$ cat config.mk
export PLATFORM = sky130hd
export DESIGN_NAME = delimiter_scan_kmp_flat
export DESIGN_NICKNAME = d
export VERILOG_FILES = /design/src/sv/dsk_pkg.sv /design/src/sv/dsk_if.sv /design/src/sv/dsk_ctrl.sv /design/src/sv/dsk_datapath.sv /design/src/sv/delimiter_scan_kmp.sv /design/src/flat_wrapper.sv
export VERILOG_INCLUDE_DIRS = /design/src /design/src/sv
export SDC_FILE = /design/constraint.sdc
export NUM_CORES = 1
export LEC_CHECK = 0
export ABC_AREA = 1
export ABC_CLOCK_PERIOD_IN_PS = 3490
export BUFFER_PORTS_ARGS = -buffer_cell sky130_fd_sc_hd__buf_4
export CORE_ASPECT_RATIO = 0.8
export CORE_MARGIN = 2
export CORE_UTILIZATION = 55
export CTS_BUF_LIST = sky130_fd_sc_hd__clkbuf_8
export DETAILED_ROUTE_END_ITERATION = 7
export MAX_ROUTING_LAYER = met4
export PLACE_DENSITY_LB_ADDON = 0.05
export RECOVER_POWER = 25
export SYNTH_ARGS = -nofsm -noshare
export SYNTH_HDL_FRONTEND = slang
export SYNTH_SLANG_ARGS = --single-unit
export TNS_END_PERCENT = 1
$ cat constraint.sdc
create_clock -name i_clk -period 3.49 [get_ports i_clk]
set_input_delay 0.1745 -clock i_clk [delete_from_list [all_inputs] [get_ports i_clk]]
set_output_delay 0.1745 -clock i_clk [all_outputs]
set_load 0.02 [all_outputs]
$ cat src/sv/delimiter_scan_kmp_macros.svh
`ifndef DELIMITER_SCAN_KMP_MACROS_SVH
`define DELIMITER_SCAN_KMP_MACROS_SVH

`ifndef SYNTH
`define DSK_ASSERT_NOW(lbl, clk, rst_n, ante, cons) \
    lbl: assert property (@(posedge clk) disable iff (!rst_n) (ante) |-> (cons)) \
        else $error("delimiter_scan_kmp: assertion failed");
`define DSK_ASSERT_NEXT(lbl, clk, rst_n, ante, cons) \
    lbl: assert property (@(posedge clk) disable iff (!rst_n) (ante) |=> (cons)) \
        else $error("delimiter_scan_kmp: assertion failed");
`else
`define DSK_ASSERT_NOW(lbl, clk, rst_n, ante, cons)
`define DSK_ASSERT_NEXT(lbl, clk, rst_n, ante, cons)
`endif

`endif

$ cat src/sv/dsk_pkg.sv
package dsk_pkg;

    localparam int MAX_DELIM  = 8;
    localparam int COUNT_BITS = 16;
    localparam int COUNT_W    = COUNT_BITS;
    localparam int PROG_W     = 4;
    localparam longint unsigned COUNT_MAX = (64'd1 << COUNT_BITS) - 64'd1;

    localparam int CFG_IDX_W  = 2;
    localparam int CFG_DATA_W = 64;

    typedef enum logic [CFG_IDX_W-1:0] {
        REG_DELIM_BYTES = 2'd0,
        REG_DELIM_LEN   = 2'd1,
        REG_FALLBACK    = 2'd2,
        REG_BYTE_LIMIT  = 2'd3
    } t_cfg_reg;

    typedef enum logic [1:0] {
        ST_IDLE,
        ST_SCAN,
        ST_EMIT
    } t_state;

    typedef struct packed {
        logic load;
        logic step;
        logic emit;
    } t_cmd;

    typedef struct packed {
        logic need_scan;
        logic scan_done;
        logic out_free;
    } t_status;

    function automatic logic [7:0] delim_byte(input logic [63:0] bytes,
                                              input logic [PROG_W-1:0] m);
        logic [7:0] b;
        b = 8'd0;
        if (m < PROG_W'(MAX_DELIM) && m < PROG_W'(8)) begin
            b = bytes[{m[2:0], 3'b000} +: 8];
        end
        return b;
    endfunction

    function automatic logic [PROG_W-1:0] border_of(input logic [31:0] tbl,
                                                    input logic [PROG_W-1:0] m);
        logic [PROG_W-1:0] b;
        b = '0;
        if (m < PROG_W'(8)) begin
            b = tbl[{m[2:0], 2'b00} +: 4];
            if (b >= m) begin
                b = '0;
            end
        end
        return b;
    endfunction

    function automatic logic [PROG_W-1:0] eff_len(input logic [3:0] l);
        logic [PROG_W-1:0] r;
        if (l > 4'(MAX_DELIM)) begin
            r = PROG_W'(MAX_DELIM);
        end else begin
            r = PROG_W'(l);
        end
        return r;
    endfunction

    function automatic logic [COUNT_W-1:0] eff_limit(input logic [15:0] lim);
        logic [COUNT_W-1:0] r;
        if (64'(lim) > COUNT_MAX) begin
            r = COUNT_W'(COUNT_MAX);
        end else begin
            r = COUNT_W'(lim);
        end
        return r;
    endfunction

endpackage

$ cat src/sv/dsk_if.sv
interface dsk_in_if;
    logic       valid;
    logic       ready;
    logic [7:0] data_byte;
    logic       stream_end;
    logic       restart;

    modport source (output valid, output data_byte, output stream_end, output restart,
                    input ready);
    modport sink (input valid, input data_byte, input stream_end, input restart,
                  output ready);
endinterface

interface dsk_out_if;
    logic        valid;
    logic        ready;
    logic        byte_taken;
    logic [3:0]  progress;
    logic [15:0] taken_count;
    logic        found;
    logic        failed;

    modport source (output valid, output byte_taken, output progress, output taken_count,
                    output found, output failed, input ready);
    modport sink (input valid, input byte_taken, input progress, input taken_count,
                  input found, input failed, output ready);
endinterface

$ cat src/sv/dsk_ctrl.sv
module dsk_ctrl (
    input  logic            i_clk,
    input  logic            i_rst_n,
    input  logic            i_in_valid,
    output logic            o_in_ready,
    input  dsk_pkg::t_status i_status,
    output dsk_pkg::t_cmd   o_cmd
);

    dsk_pkg::t_state r_state;
    dsk_pkg::t_state n_state;

    always_ff @(posedge i_clk) begin
        if (!i_rst_n) begin
            r_state <= dsk_pkg::ST_IDLE;
        end else begin
            r_state <= n_state;
        end
    end

    always_comb begin
        n_state = r_state;
        unique case (r_state)
            dsk_pkg::ST_IDLE: begin
                if (i_in_valid) begin
                    n_state = i_status.need_scan ? dsk_pkg::ST_SCAN : dsk_pkg::ST_EMIT;
                end
            end
            dsk_pkg::ST_SCAN: begin
                if (i_status.scan_done) begin
                    n_state = dsk_pkg::ST_EMIT;
                end
            end
            dsk_pkg::ST_EMIT: begin
                if (i_status.out_free) begin
                    n_state = dsk_pkg::ST_IDLE;
                end
            end
            default: n_state = dsk_pkg::ST_IDLE;
        endcase
    end

    always_comb begin
        o_in_ready = 1'b0;
        o_cmd      = '0;
        unique case (r_state)
            dsk_pkg::ST_IDLE: begin
                o_in_ready = 1'b1;
                o_cmd.load = i_in_valid;
            end
            dsk_pkg::ST_SCAN: begin
                o_cmd.step = 1'b1;
            end
            dsk_pkg::ST_EMIT: begin
                o_cmd.emit = i_status.out_free;
            end
            default: begin
                o_in_ready = 1'b0;
            end
        endcase
    end

endmodule

$ cat src/sv/dsk_datapath.sv
module dsk_datapath (
    input  logic                            i_clk,
    input  logic                            i_rst_n,
    input  logic                            i_cfg_we,
    input  logic [dsk_pkg::CFG_IDX_W-1:0]   i_cfg_idx,
    input  logic [dsk_pkg::CFG_DATA_W-1:0]  i_cfg_wdata,
    input  logic [7:0]                      i_data_byte,
    input  logic                            i_stream_end,
    input  logic                            i_restart,
    input  dsk_pkg::t_cmd                   i_cmd,
    output dsk_pkg::t_status                o_status,
    input  logic                            i_out_ready,
    output logic                            o_out_valid,
    output logic                            o_byte_taken,
    output logic [3:0]                      o_progress,
    output logic [15:0]                     o_taken_count,
    output logic                            o_found,
    output logic                            o_failed
);

    logic [63:0]                   r_delim_bytes;
    logic [3:0]                    r_delim_len;
    logic [31:0]                   r_fallback;
    logic [15:0]                   r_byte_limit;

    logic [7:0]                    r_byte;
    logic [dsk_pkg::PROG_W-1:0]    r_prog;
    logic [dsk_pkg::COUNT_W-1:0]   r_count;
    logic                          r_over;
    logic                          r_found;
    logic                          r_taken;

    logic [7:0]                    n_byte;
    logic [dsk_pkg::PROG_W-1:0]    n_prog;
    logic [dsk_pkg::COUNT_W-1:0]   n_count;
    logic                          n_over;
    logic                          n_found;
    logic                          n_taken;

    logic                          r_out_valid;
    logic                          r_o_taken;
    logic [3:0]                    r_o_prog;
    logic [15:0]                   r_o_count;
    logic                          r_o_found;
    logic                          r_o_failed;

    logic [dsk_pkg::PROG_W-1:0]    w_len;
    logic [dsk_pkg::COUNT_W-1:0]   w_limit;
    logic [dsk_pkg::PROG_W-1:0]    w_prog0;
    logic [dsk_pkg::COUNT_W-1:0]   w_count0;
    logic                          w_over0;
    logic                          w_found0;
    logic                          w_hit;
    logic [dsk_pkg::PROG_W-1:0]    w_m_next;
    logic                          w_out_free;
    logic                          w_need_scan;
    logic                          w_scan_done;

    assign w_len      = dsk_pkg::eff_len(r_delim_len);
    assign w_limit    = dsk_pkg::eff_limit(r_byte_limit);
    assign w_prog0    = i_restart ? '0 : r_prog;
    assign w_count0   = i_restart ? '0 : r_count;
    assign w_over0    = i_restart ? 1'b0 : r_over;
    assign w_found0   = i_restart ? 1'b0 : r_found;
    assign w_hit      = (r_byte == dsk_pkg::delim_byte(r_delim_bytes, r_prog));
    assign w_scan_done = w_hit || (r_prog == '0);
    assign w_m_next   = w_hit ? r_prog + 1'b1
                      : (r_prog == '0) ? '0
                      : dsk_pkg::border_of(r_fallback, r_prog);
    assign w_out_free = !r_out_valid || i_out_ready;

    always_comb begin
        w_need_scan = 1'b0;
        if (!w_over0 && !(dsk_pkg::COUNT_W'(w_len) > w_limit) && !(w_prog0 >= w_len)
            && !(w_count0 >= w_limit) && !i_stream_end) begin
            w_need_scan = 1'b1;
        end
    end

    always_comb begin
        n_byte  = r_byte;
        n_prog  = r_prog;
        n_count = r_count;
        n_over  = r_over;
        n_found = r_found;
        n_taken = r_taken;
        if (i_cmd.load) begin
            n_byte  = i_data_byte;
            n_prog  = w_prog0;
            n_count = w_count0;
            n_over  = w_over0;
            n_found = w_found0;
            n_taken = 1'b0;
            if (!w_over0) begin
                if (dsk_pkg::COUNT_W'(w_len) > w_limit) begin
                    n_over  = 1'b1;
                    n_found = 1'b0;
                end else if (w_prog0 >= w_len) begin
                    n_over  = 1'b1;
                    n_found = 1'b1;
                end else if (w_count0 >= w_limit || i_stream_end) begin
                    n_over  = 1'b1;
                    n_found = 1'b0;
                end else begin
                    n_taken = 1'b1;
                    n_count = w_count0 + 1'b1;
                end
            end
        end else if (i_cmd.step) begin
            n_prog = w_m_next;
            if (w_scan_done) begin
                if (w_m_next >= w_len) begin
                    n_over  = 1'b1;
                    n_found = 1'b1;
                end else if (r_count >= w_limit) begin
                    n_over  = 1'b1;
                    n_found = 1'b0;
                end
            end
        end
    end

    always_ff @(posedge i_clk) begin
        if (!i_rst_n) begin
            r_delim_bytes <= '0;
            r_delim_len   <= '0;
            r_fallback    <= '0;
            r_byte_limit  <= 16'hFFFF;
        end else if (i_cfg_we) begin
            case (dsk_pkg::t_cfg_reg'(i_cfg_idx))
                dsk_pkg::REG_DELIM_BYTES: r_delim_bytes <= i_cfg_wdata;
                dsk_pkg::REG_DELIM_LEN:   r_delim_len   <= i_cfg_wdata[3:0];
                dsk_pkg::REG_FALLBACK:    r_fallback    <= i_cfg_wdata[31:0];
                dsk_pkg::REG_BYTE_LIMIT:  r_byte_limit  <= i_cfg_wdata[15:0];
                default: r_byte_limit <= r_byte_limit;
            endcase
        end
    end

    always_ff @(posedge i_clk) begin
        if (!i_rst_n) begin
            r_prog  <= '0;
            r_count <= '0;
            r_over  <= 1'b0;
            r_found <= 1'b0;
            r_taken <= 1'b0;
        end else begin
            r_prog  <= n_prog;
            r_count <= n_count;
            r_over  <= n_over;
            r_found <= n_found;
            r_taken <= n_taken;
        end
    end

    always_ff @(posedge i_clk) begin
        r_byte <= n_byte;
    end

    always_ff @(posedge i_clk) begin
        if (!i_rst_n) begin
            r_out_valid <= 1'b0;
        end else if (i_cmd.emit) begin
            r_out_valid <= 1'b1;
        end else if (i_out_ready) begin
            r_out_valid <= 1'b0;
        end
    end

    always_ff @(posedge i_clk) begin
        if (i_cmd.emit) begin
            r_o_taken  <= r_taken;
            r_o_prog   <= 4'(r_prog);
            r_o_count  <= 16'(r_count);
            r_o_found  <= r_over && r_found;
            r_o_failed <= r_over && !r_found;
        end
    end

    assign o_status.need_scan = w_need_scan;
    assign o_status.scan_done = w_scan_done;
    assign o_status.out_free  = w_out_free;

    assign o_out_valid   = r_out_valid;
    assign o_byte_taken  = r_o_taken;
    assign o_progress    = r_o_prog;
    assign o_taken_count = r_o_count;
    assign o_found       = r_o_found;
    assign o_failed      = r_o_failed;

endmodule

$ cat src/sv/delimiter_scan_kmp.sv
// Streaming delimiter search by Knuth-Morris-Pratt matching.
// The request channel i_in carries one stream byte per request with the flags
// stream_end and restart. The result channel o_out returns exactly one result per
// request: whether the byte was taken, the match progress, the bytes taken in this
// search, and the found and failed flags. The delimiter, its length, the border
// table and the byte limit are written on the configuration port; the user must
// write them only while idle, as the block itself does not enforce this. After a
// request is accepted, a byte that is taken walks the border chain one table step
// per cycle, one to eight steps; a request that takes no byte skips this walk.
// The result register is loaded once any walk has ended and the register is free,
// and a new request is accepted only after the previous result has been loaded.
// A finished result may wait in the output register while the next request is
// accepted and walked; while the receiver stalls and that register is full, the
// block holds the newer result internally and accepts nothing more.
// Reset clears the search state and the output valid flag and restores the
// register defaults: empty delimiter, empty table and a byte limit of 65535.
`include "delimiter_scan_kmp_macros.svh"

module delimiter_scan_kmp (
    input  logic                            i_clk,
    input  logic                            i_rst_n,
    input  logic                            i_cfg_we,
    input  logic [dsk_pkg::CFG_IDX_W-1:0]   i_cfg_idx,
    input  logic [dsk_pkg::CFG_DATA_W-1:0]  i_cfg_wdata,
    dsk_in_if.sink                          i_in,
    dsk_out_if.source                       o_out
);

    dsk_pkg::t_cmd    w_cmd;
    dsk_pkg::t_status w_status;
    logic             w_in_ready;

    dsk_ctrl u_ctrl (
        .i_clk      (i_clk),
        .i_rst_n    (i_rst_n),
        .i_in_valid (i_in.valid),
        .o_in_ready (w_in_ready),
        .i_status   (w_status),
        .o_cmd      (w_cmd)
    );

    dsk_datapath u_datapath (
        .i_clk         (i_clk),
        .i_rst_n       (i_rst_n),
        .i_cfg_we      (i_cfg_we),
        .i_cfg_idx     (i_cfg_idx),
        .i_cfg_wdata   (i_cfg_wdata),
        .i_data_byte   (i_in.data_byte),
        .i_stream_end  (i_in.stream_end),
        .i_restart     (i_in.restart),
        .i_cmd         (w_cmd),
        .o_status      (w_status),
        .i_out_ready   (o_out.ready),
        .o_out_valid   (o_out.valid),
        .o_byte_taken  (o_out.byte_taken),
        .o_progress    (o_out.progress),
        .o_taken_count (o_out.taken_count),
        .o_found       (o_out.found),
        .o_failed      (o_out.failed)
    );

    assign i_in.ready = w_in_ready;

    `DSK_ASSERT_NOW(a_emit_needs_room, i_clk, i_rst_n, w_cmd.emit, w_status.out_free)
    `DSK_ASSERT_NEXT(a_busy_after_accept, i_clk, i_rst_n, i_in.valid && i_in.ready, !i_in.ready)
    `DSK_ASSERT_NOW(a_one_outcome, i_clk, i_rst_n, o_out.valid, !(o_out.found && o_out.failed))

endmodule
$ cat src/flat_wrapper.sv
// flat-port wrapper written by rule: the top's interface ports become plain ports
module delimiter_scan_kmp_flat 
  (i_clk, i_rst_n, i_cfg_we, i_cfg_idx, i_cfg_wdata, i_in_valid, i_in_data_byte, i_in_stream_end, i_in_restart, i_in_ready, o_out_valid, o_out_byte_taken, o_out_progress, o_out_taken_count, o_out_found, o_out_failed, o_out_ready);
  dsk_in_if i_in_i ();
  dsk_out_if o_out_i ();
  input  logic i_clk;
  input  logic i_rst_n;
  input  logic i_cfg_we;
  input  logic [dsk_pkg::CFG_IDX_W-1:0] i_cfg_idx;
  input  logic [dsk_pkg::CFG_DATA_W-1:0] i_cfg_wdata;
  input wire logic [$bits(i_in_i.valid)-1:0] i_in_valid;
  input wire logic [$bits(i_in_i.data_byte)-1:0] i_in_data_byte;
  input wire logic [$bits(i_in_i.stream_end)-1:0] i_in_stream_end;
  input wire logic [$bits(i_in_i.restart)-1:0] i_in_restart;
  output wire logic [$bits(i_in_i.ready)-1:0] i_in_ready;
  output wire logic [$bits(o_out_i.valid)-1:0] o_out_valid;
  output wire logic [$bits(o_out_i.byte_taken)-1:0] o_out_byte_taken;
  output wire logic [$bits(o_out_i.progress)-1:0] o_out_progress;
  output wire logic [$bits(o_out_i.taken_count)-1:0] o_out_taken_count;
  output wire logic [$bits(o_out_i.found)-1:0] o_out_found;
  output wire logic [$bits(o_out_i.failed)-1:0] o_out_failed;
  input wire logic [$bits(o_out_i.ready)-1:0] o_out_ready;
  assign i_in_i.valid = i_in_valid;
  assign i_in_i.data_byte = i_in_data_byte;
  assign i_in_i.stream_end = i_in_stream_end;
  assign i_in_i.restart = i_in_restart;
  assign i_in_ready = i_in_i.ready;
  assign o_out_valid = o_out_i.valid;
  assign o_out_byte_taken = o_out_i.byte_taken;
  assign o_out_progress = o_out_i.progress;
  assign o_out_taken_count = o_out_i.taken_count;
  assign o_out_found = o_out_i.found;
  assign o_out_failed = o_out_i.failed;
  assign o_out_i.ready = o_out_ready;
  delimiter_scan_kmp u_core (.i_clk(i_clk), .i_rst_n(i_rst_n), .i_cfg_we(i_cfg_we), .i_cfg_idx(i_cfg_idx), .i_cfg_wdata(i_cfg_wdata), .i_in(i_in_i), .o_out(o_out_i));
endmodule
* After elaboration in Yosys (flattened, before gate mapping)
Cells that the tools add are included.
** Cells by class
- Add/subtract/negate cells :: 2
- Magnitude comparators :: 8
- Equality and inequality tests :: 9
- Shift-type cells :: 2
- Mux-type cells :: 50
- Reductions and logical operators :: 29
** Operator list (number)
- $mux W16 :: 5
- $shiftx A64 B7 Y8 :: 1
- $ge A16 B16 Y1 :: 2
- $mux W4 :: 8
- $shiftx A32 B6 Y4 :: 1
- $mux W1 :: 31
- $add A16 B1 Y16 const B :: 1
- $gt A4 B16 Y1 :: 1
- $ge A4 B4 Y1 :: 3
- $eq A8 B8 Y1 :: 1
- $mux W2 :: 4
- $mux W8 :: 1
- $reduce_and A2 Y1 :: 4
- $logic_not A1 Y1 :: 7
- $eq A2 B2 Y1 const B :: 3
- $logic_and A1 B1 Y1 :: 6
- $ne A2 B2 Y1 const B :: 3
- $pmux W2 S3 :: 1
- $reduce_and A3 Y1 :: 2
- $reduce_bool A2 Y1 :: 3
- $add A4 B1 Y4 const B :: 1
- $eq A2 B1 Y1 const B :: 2
- $gt A4 B4 Y1 const B :: 1
- $logic_not A2 Y1 :: 2
- other kinds (4) :: 6
** Word-level totals
- Bits in registers :: 173
- Input port bits :: 81

* Logic depth before layout (Yosys ltp)
Gate-level depths: netlist of the first run.
- Depth in word-level cells :: 12
- Mapped depth :: 31

* Cells and area by module
Synthesis of the first run repeated with hierarchy kept, for this count alone.
** Second synthesis, totals
- Cells, all modules :: 1215
- Area, all modules :: 8829.7 um^2
** Modules (own cells, without submodules)
- dsk_datapath :: instances 1, cells an instance 1193, area each 8684.6 um^2, sequential area each 3733.6 um^2
- dsk_ctrl :: instances 1, cells an instance 22, area each 145.1 um^2, sequential area each 40.0 um^2

* Worst setup path after synthesis of the first run
No wires, ideal clock.
- Kind :: reg2reg
- From :: reg u_core.u_datapath.r_prog[0] (netlist name)
- To :: reg u_core.u_datapath.r_found
- Library setup time :: 0.117 ns
- Arrival time :: 3.442 ns
- Data required time :: 3.373 ns
- Setup slack :: -0.069 ns
- Stages on the path, launching flop included :: 29
- Path buffers :: 4
- Cells stage by stage :: dfxtp_1 > buf_6 > inv_2 > buf_6 > buf_6 > buf_4 > nor2_1 > o22ai_1 > inv_1 > o21ai_1 > inv_1 > ha_1 > inv_1 > a21boi_0 > o21ai_0 > nand2_1 > a21oi_1 > nand3_1 > o21ai_2 > inv_1 > ha_1 > inv_1 > a21oi_1 > o21ai_0 > nand2_1 > a21oi_1 > nand4_1 > a31oi_1 > nor2_1
** On the way
- Cells in the longest elaborated chain, start to end :: 11
- Elaborated cells on any way between the ends :: 26
** Ends and longest elaborated chain
- from (decl) :: RTL line dsk_datapath.sv:27 : logic [dsk_pkg::PROG_W-1:0] r_prog;
- from (signal assigned) :: RTL line dsk_datapath.sv:148 : r_prog <= n_prog;
- $shiftx A32 B6 Y4 :: RTL line dsk_pkg.sv:52 : b = tbl[{m[2:0], 2'b00} +: 4];
- $ge A4 B4 Y1 :: RTL line dsk_pkg.sv:53 : if (b >= m) begin
- $mux W4 :: RTL line dsk_pkg.sv:53
- $mux W4 :: RTL line dsk_pkg.sv:51 : if (m < PROG_W'(8)) begin
- $mux W4 :: RTL line dsk_datapath.sv:68 : : (r_prog == '0) ? '0
- $mux W4 :: RTL line dsk_datapath.sv:67 : assign w_m_next = w_hit ? r_prog + 1'b1
- $ge A4 B4 Y1 :: RTL line dsk_datapath.sv:112 : if (w_m_next >= w_len) begin
- $mux W1 :: RTL line dsk_datapath.sv:112
- $mux W1 :: RTL line dsk_datapath.sv:111 : if (w_scan_done) begin
- $mux W1 :: RTL line dsk_datapath.sv:109 : end else if (i_cmd.step) begin
- $mux W1 :: RTL line dsk_datapath.sv:87 : if (i_cmd.load) begin
- to (signal assigned) :: RTL line dsk_datapath.sv:151 : r_found <= n_found;
- to (decl) :: RTL line dsk_datapath.sv:30 : logic r_found;
Several ways; a longest one is shown, not always the timed one. The select of a mux whose other input is x is not followed.
A chain may end at the register's enable or synchronous reset.

* Final worst setup path of the first run
Ends and elaborated chain as after synthesis.

==> qor.yml, run 1 <==
outcome: "completed"
max_stage_delay_ns: 0.44
fp-row-count: 41
grt_pass1_vias: 7484
timing.final.crit_share_pct: 98.6
yosysSeqAreaShare_pct: 42.8
synthDistinctLibCells: 39
avgSynthCellArea_um2: 7.24
leakagePower_nw: 5.02
cp_data_required_time_ns: 3.91
stdcell_count: 1601
rsz0062_at_grt: "yes"
layout.nets: 1505
relSlewSlack_pct: 27.8
clk_pin_slew_ns: 0.09
grt_pass1_wl_um: 38500
yosys_warnings: 0
vias: 8518
cts_root_buffer: "clkbuf_8"
antenna_found_initial: 0
routed_wl_um: 24000
io_pins: 106
synth_edf_count: 31
initial_core_util_pct: 56.0
end_kind: "flip-flop"
synthToLayoutAreaGrowth_pct: 23.2
hold_slack_ns: 0.00710
ant_nets: 0
start_kind: "flip-flop"
die_x_um: 146
drcViolationCount: 0
slew_viol_final: 0
clock_sinks: 173
max-vdd-ir-drop_mv: 0.295
dieArea_mm2: 0.0171
drive_gt1_share_pct: 14.1
arrival_ns: 3.86
period_needed_ns: 3.44
coreArea_mm2: 0.0157
vias_per_cell: 5.32
h-tree-depth: 4
synth_top_cell_area_share_pct: 32.2
routabilityCongestion: 0.926
synth_top_cells_by_count: "233 x nor2_1, 180 x nand2_1, 149 x o21ai_0, 142 x dfxtp_1, 132 x inv_1"
syn-instance-count: 1218
numCtsBuffers: 17
multiInputGateArea_mm2: 0.00426
finClkSkew_ns: 0.0173
seqCellArea_mm2: 0.00378
die_h_um: 117
overflow: 0
finalSetupViolations: 0
synth_ff_type: "dfxtp_1"
yosysTopAreaCell: "dfxtp_1"
placedCellCount: 1502
setup_ws_ns: 0.0492
cts.path.max_buffers: 2
synthesis.nets: 1350
yosys-top-cells-area: "dfxtp_1 32%, edfxtp_1 11%, nor2_1 9.9%"
port_buffers: 105
slowest_stage: "dfxtp_4"
finalHoldViolations: 0
critPathKind: "reg -> reg"
drt_iter0_drc: 759
grt_max_degree: 113
cts_tree: "built"
grt_usage_pct: 29.4
cp_num_buf_inv: 5
drt-pass1-iter-count: 5
pre_cts_ws_ns: -0.0282
dp_hpwl_um: 17000
nFillCells: 1382
clk_latency_ns: 0.47
wl_per_cell_um: 15.0
ys_seq_elements: 173
fmax_mhz: 291
diodes: 0
tightest_slew_ns: 1.08
min_path_type: "in -> reg"
synth.most_common_cell: "nor2_1"
synth_area_mm2: 0.00882
async_flop_share_pct: 0
crit_family: "compound AO/OA/AOI/OAI gates"
power.density_mw_per_mm2: 376
critPathMaxFanout: 8
cap_viol_max_count: 0
-- power by group --
group | switching (mW) | internal (mW)
clock | 0.753 | 0.562
combinational | 0.335 | 0.241
sequential | 0.0489 | 2.14
-- metrics by stage --
stage	instance area, µm²	utilization [%]	setup TNS (ns)	power, mW
floorplan	8820	-	0	2.53
global placement	9800	62.2	0	2.74
detailed placement	9800	62.2	-0.0282	2.75
CTS	10800	68.3	0	4.10
global route	10900	69.0	-0.452	4.27
finish	10900	69.0	0	4.08
-- sequential cells by signal, summed over array words and instances, names as in the netlist, 2 cells and up --
name                             cells
u_core.u_datapath.o_progress         4
u_core.u_datapath.r_count           16
u_core.u_datapath.r_byte             8
u_core.u_ctrl.r_state                2
u_core.u_datapath.r_delim_len        4
u_core.u_datapath.r_byte_limit      16
u_core.u_datapath.r_prog             4
u_core.u_datapath.o_taken_count     16
u_core.u_datapath.r_delim_bytes     64
u_core.u_datapath.r_fallback        32
-- area by class of cell --
type,count,area share [%]
flip-flops and latches,173,34.8
clock inverters,15,1.15
repair buffers,197,15.3
well taps,215,2.47
inverters,140,4.93
clock buffers,17,2.15
multi-input cells,844,39.2
-- placed cells by master (no fill, tap or decap), types with 17 or more instances in the layout --
master / synthesis / final
a21oi_1: 90 / 88
inv_1: 132 / 134
nand4_1: 21 / 21
dfxtp_1: 142 / 140
o21ai_0: 149 / 143
nor2_1: 233 / 231
clkbuf_8: 0 / 17
nand2_1: 180 / 180
dlygate4sd3_1: 0 / 59
ha_1: 51 / 51
nand3_1: 56 / 56
buf_4: 7 / 125
edfxtp_1: 31 / 31
-- cells by family after synthesis --
family / share of synthesized area, %
compound gates: 16.3
xor+xnor: 0.497
fa+ha+maj: 7.24
buf+inv: 9.38
flops: 42.8
simple gates: 23.8
-- per-layer routing --
layer	vias to the layer above	track usage [%]	part of all wire (%)
met1	3898	43.5	51
met3	22	5.04	7.7
met2	297	41.8	41
met5	-	-	0
met4	0	6.86	1.0
li1	4301	-	-
-- path summary, 6_finish.rpt --
path	start	end	slack [ns]	depth (start not counted)
setup / recovery	u_core.u_datapath.r_prog[0]	u_core.u_datapath.r_found	0.05	26
hold / removal	i_cfg_wdata[57]	u_core.u_datapath.r_delim_bytes[57]	0.007	3
setup reg to reg	u_core.u_datapath.r_prog[0]	u_core.u_datapath.r_found	0.05	26
hold reg to reg	u_core.u_datapath.r_taken	u_core.u_datapath.o_byte_taken	0.44	0
-- worst min-delay path: stages --
cell,delay (ns)
buf_4,0.07
o21ai_0,0.07
a21oi_1,0.11
-- timing repair --
action | 4_1_cts | 5_1_grt
hold endpoints to repair | 103 | 0
pin swaps | 0 | 17
setup endpoints to repair | 1 | 2
hold buffers | 59 | 0
buffers inserted | 0 | 7
gates resized for setup | 4 | 18
cloned | 0 | 1
Note: power is estimated with default switching activity, not from simulation.
==> run 2: changes to the inputs <==
--- a/config.mk
+++ b/config.mk
@@ -9,9 +9,11 @@
 export ABC_AREA = 1
 export ABC_CLOCK_PERIOD_IN_PS = 3490
 export BUFFER_PORTS_ARGS = -buffer_cell sky130_fd_sc_hd__buf_4
+export CELL_PAD_IN_SITES_DETAIL_PLACEMENT = 1
+export CELL_PAD_IN_SITES_GLOBAL_PLACEMENT = 1
 export CORE_ASPECT_RATIO = 0.8
 export CORE_MARGIN = 2
-export CORE_UTILIZATION = 55
+export CORE_UTILIZATION = 40
 export CTS_BUF_LIST = sky130_fd_sc_hd__clkbuf_8
 export DETAILED_ROUTE_END_ITERATION = 7
 export MAX_ROUTING_LAYER = met4
==> run 2 against run 1 <==
Effect of this change:
- die area is 36% higher
- register-to-register slack about the same
- total power up 1.8%
- utilization down 19 points
- global-route usage fell by 2.4 points
- fmax barely moved
- critical path depth stayed put
- critical endpoint unchanged
- largest cell class unchanged
==> qor.yml, run 2 (same netlist as run 1, synthesis figures left out) <==
outcome: "completed"
routed_wl_um: 29400
start_kind: "flip-flop"
drt_iter0_drc: 621
finalHoldViolations: 0
layout.nets: 1503
wl_per_cell_um: 17.7
reg2reg_depth: 26
die_h_um: 137
grt_pass1_wl_um: 46900
power.density_mw_per_mm2: 381
largest_reg_flops: 64
grt_usage_pct: 27.0
max_stage_delay_ns: 0.41
post_dp_cell_area_mm2: 0.00988
initial_core_util_pct: 40.8
routabilityCongestion: 0.871
clock_sinks: 173
cpMostUsedCell: "nand2_1"
drt-met1-wl_um: 15400
fmax_mhz: 291
coreArea_mm2: 0.0216
die_x_um: 170
vias_per_cell: 5.23
numCtsBuffers: 17
dieArea_mm2: 0.0233
io_pins: 106
cap_viol_max_count: 0
clk_latency_ns: 0.48
synthToLayoutAreaGrowth_pct: 23.6
ant_nets: 0
relSlewSlack_pct: 19.2
whs_path_depth: 3
slowest_stage: "dfxtp_4"
diodes: 0
drt-pass1-iter-count: 5
rsz0062_at_grt: "yes"
overflow: 0
clk_pin_slew_ns: 0.10
nFillCells: 2765
finalSetupViolations: 0
hold_slack_ns: 0.0248
slew_viol_final: 0
dr_wl_met2_um: 12300
h-tree-depth: 4
timing.final.crit_share_pct: 98.6
cts_tree: "built"
drive_gt1_share_pct: 13.7
antenna_found_initial: 0
arrival_ns: 3.85
cts_root_buffer: "clkbuf_8"
port_buffers: 105
critPathMaxFanout: 6
critPathKind: "reg -> reg"
route.met3.wl_um: 1530
grt_pass1_vias: 8574
largest_registers: "u_core.u_datapath.r_delim_bytes x64, u_core.u_datapath.r_fallback x32"
leakagePower_nw: 5.00
drcViolationCount: 0
regMostFlops: "u_core.u_datapath.r_delim_bytes"
finClkSkew_ns: 0.0163
final_cell_mix: "233 x nor2_1, 180 x nand2_1, 145 x o21ai_0"
min_path_type: "in -> reg"
dp_hpwl_um: 21300
period_needed_ns: 3.44
max-vdd-ir-drop_mv: 0.252
final_cell_area_mm2: 0.0109
end_kind: "flip-flop"
highest_layer: "met4"
layout_commonest_cell: "nor2_1"
cp_data_required_time_ns: 3.90
cts.path.max_buffers: 2
vias: 8677
tightest_slew_ns: 1.21
fp-row-count: 48
grt_max_degree: 89
## run 2: cell types whose count changed in the layout (fill, tap and decap cells not counted), moves of 2 or more
| cell | previous run | this run |
|---|---|---|
| buf_4 | 125 | 120 |
| nor2_1 | 231 | 233 |
| o21ai_0 | 143 | 145 |
| nor2_2 | 5 | 3 |
| clkinv_2 | 4 | 2 |
| clkinv_4 | 3 | 1 |
| o21ai_1 | 15 | 13 |
## run 2: layout make-up
type | count | area [µm²] | share of cell area, %
multi-input combinational | 844 | 4270 | 39.1
sequential | 173 | 3780 | 34.7
timing repair buffer | 195 | 1630 | 15.0
inverter | 140 | 528 | 4.84
tap | 275 | 344 | 3.16
clock buffer | 17 | 234 | 2.15
clock inverter | 15 | 124 | 1.14
## run 2: timing repair
action | CTS | global route
hold buffers | 60 | 0
setup buffers | 2 | 1
endpoints found under the hold margin | 107 | 0
gates resized for setup | 5 | 13
setup endpoints to repair | 2 | 2
pin swaps | 4 | 17
## run 2: stage by stage
stage                     utilization [%]  setup slack (ns)  total power [mW]  setup TNS, ns  instances
after floorplan                         -           0.00714              2.53              0       1218
after CTS                            50.3           0.00830              4.19              0       1658
after global routing                 50.4            -0.217              4.36         -0.403       1659
final                                50.4            0.0499              4.16              0       1659
after detailed placement             45.7            -0.122              2.78         -0.207       1564
after global placement               45.7          -0.00344              2.77       -0.00344       1564
## run 2: power breakdown
group	total, mW	switching (mW)	leakage [nW]	internal [mW]
registers	2.20	0.0532	1.46	2.15
clock network	1.36	0.796	0.187	0.563
logic	0.600	0.353	3.35	0.247
## run 2: worst max-delay path: cells and delay by family (launching register included)
family / cells / cell delay (ns)
AO/OA/AOI/OAI: 9 / 1.13
adder cells (fa/ha/maj): 2 / 0.48
buffers and inverters: 6 / 0.55
flip-flops: 1 / 0.41
AND/OR/NAND/NOR: 9 / 0.80
## run 2: final timing paths
| kind | slack [ns] | to | startpoint |
|---|---|---|---|
| min reg2reg | 0.46 | u_core.u_datapath.r_delim_bytes[63] | u_core.u_datapath.r_delim_bytes[63] |
| max | 0.05 | u_core.u_datapath.r_found | u_core.u_datapath.r_prog[0] |
| max reg2reg | 0.05 | u_core.u_datapath.r_found | u_core.u_datapath.r_prog[0] |
| min | 0.02 | u_core.u_datapath.r_delim_bytes[37] | i_cfg_wdata[37] |
## run 2: per-layer routing
| layer | global-route usage, % | up-vias |
|---|---|---|
| met3 | 5.09 | 11 |
| met5 | - | - |
| met4 | 4.46 | 0 |
| met1 | 39.7 | 4167 |
| met2 | 38.9 | 194 |
| li1 | - | 4305 |
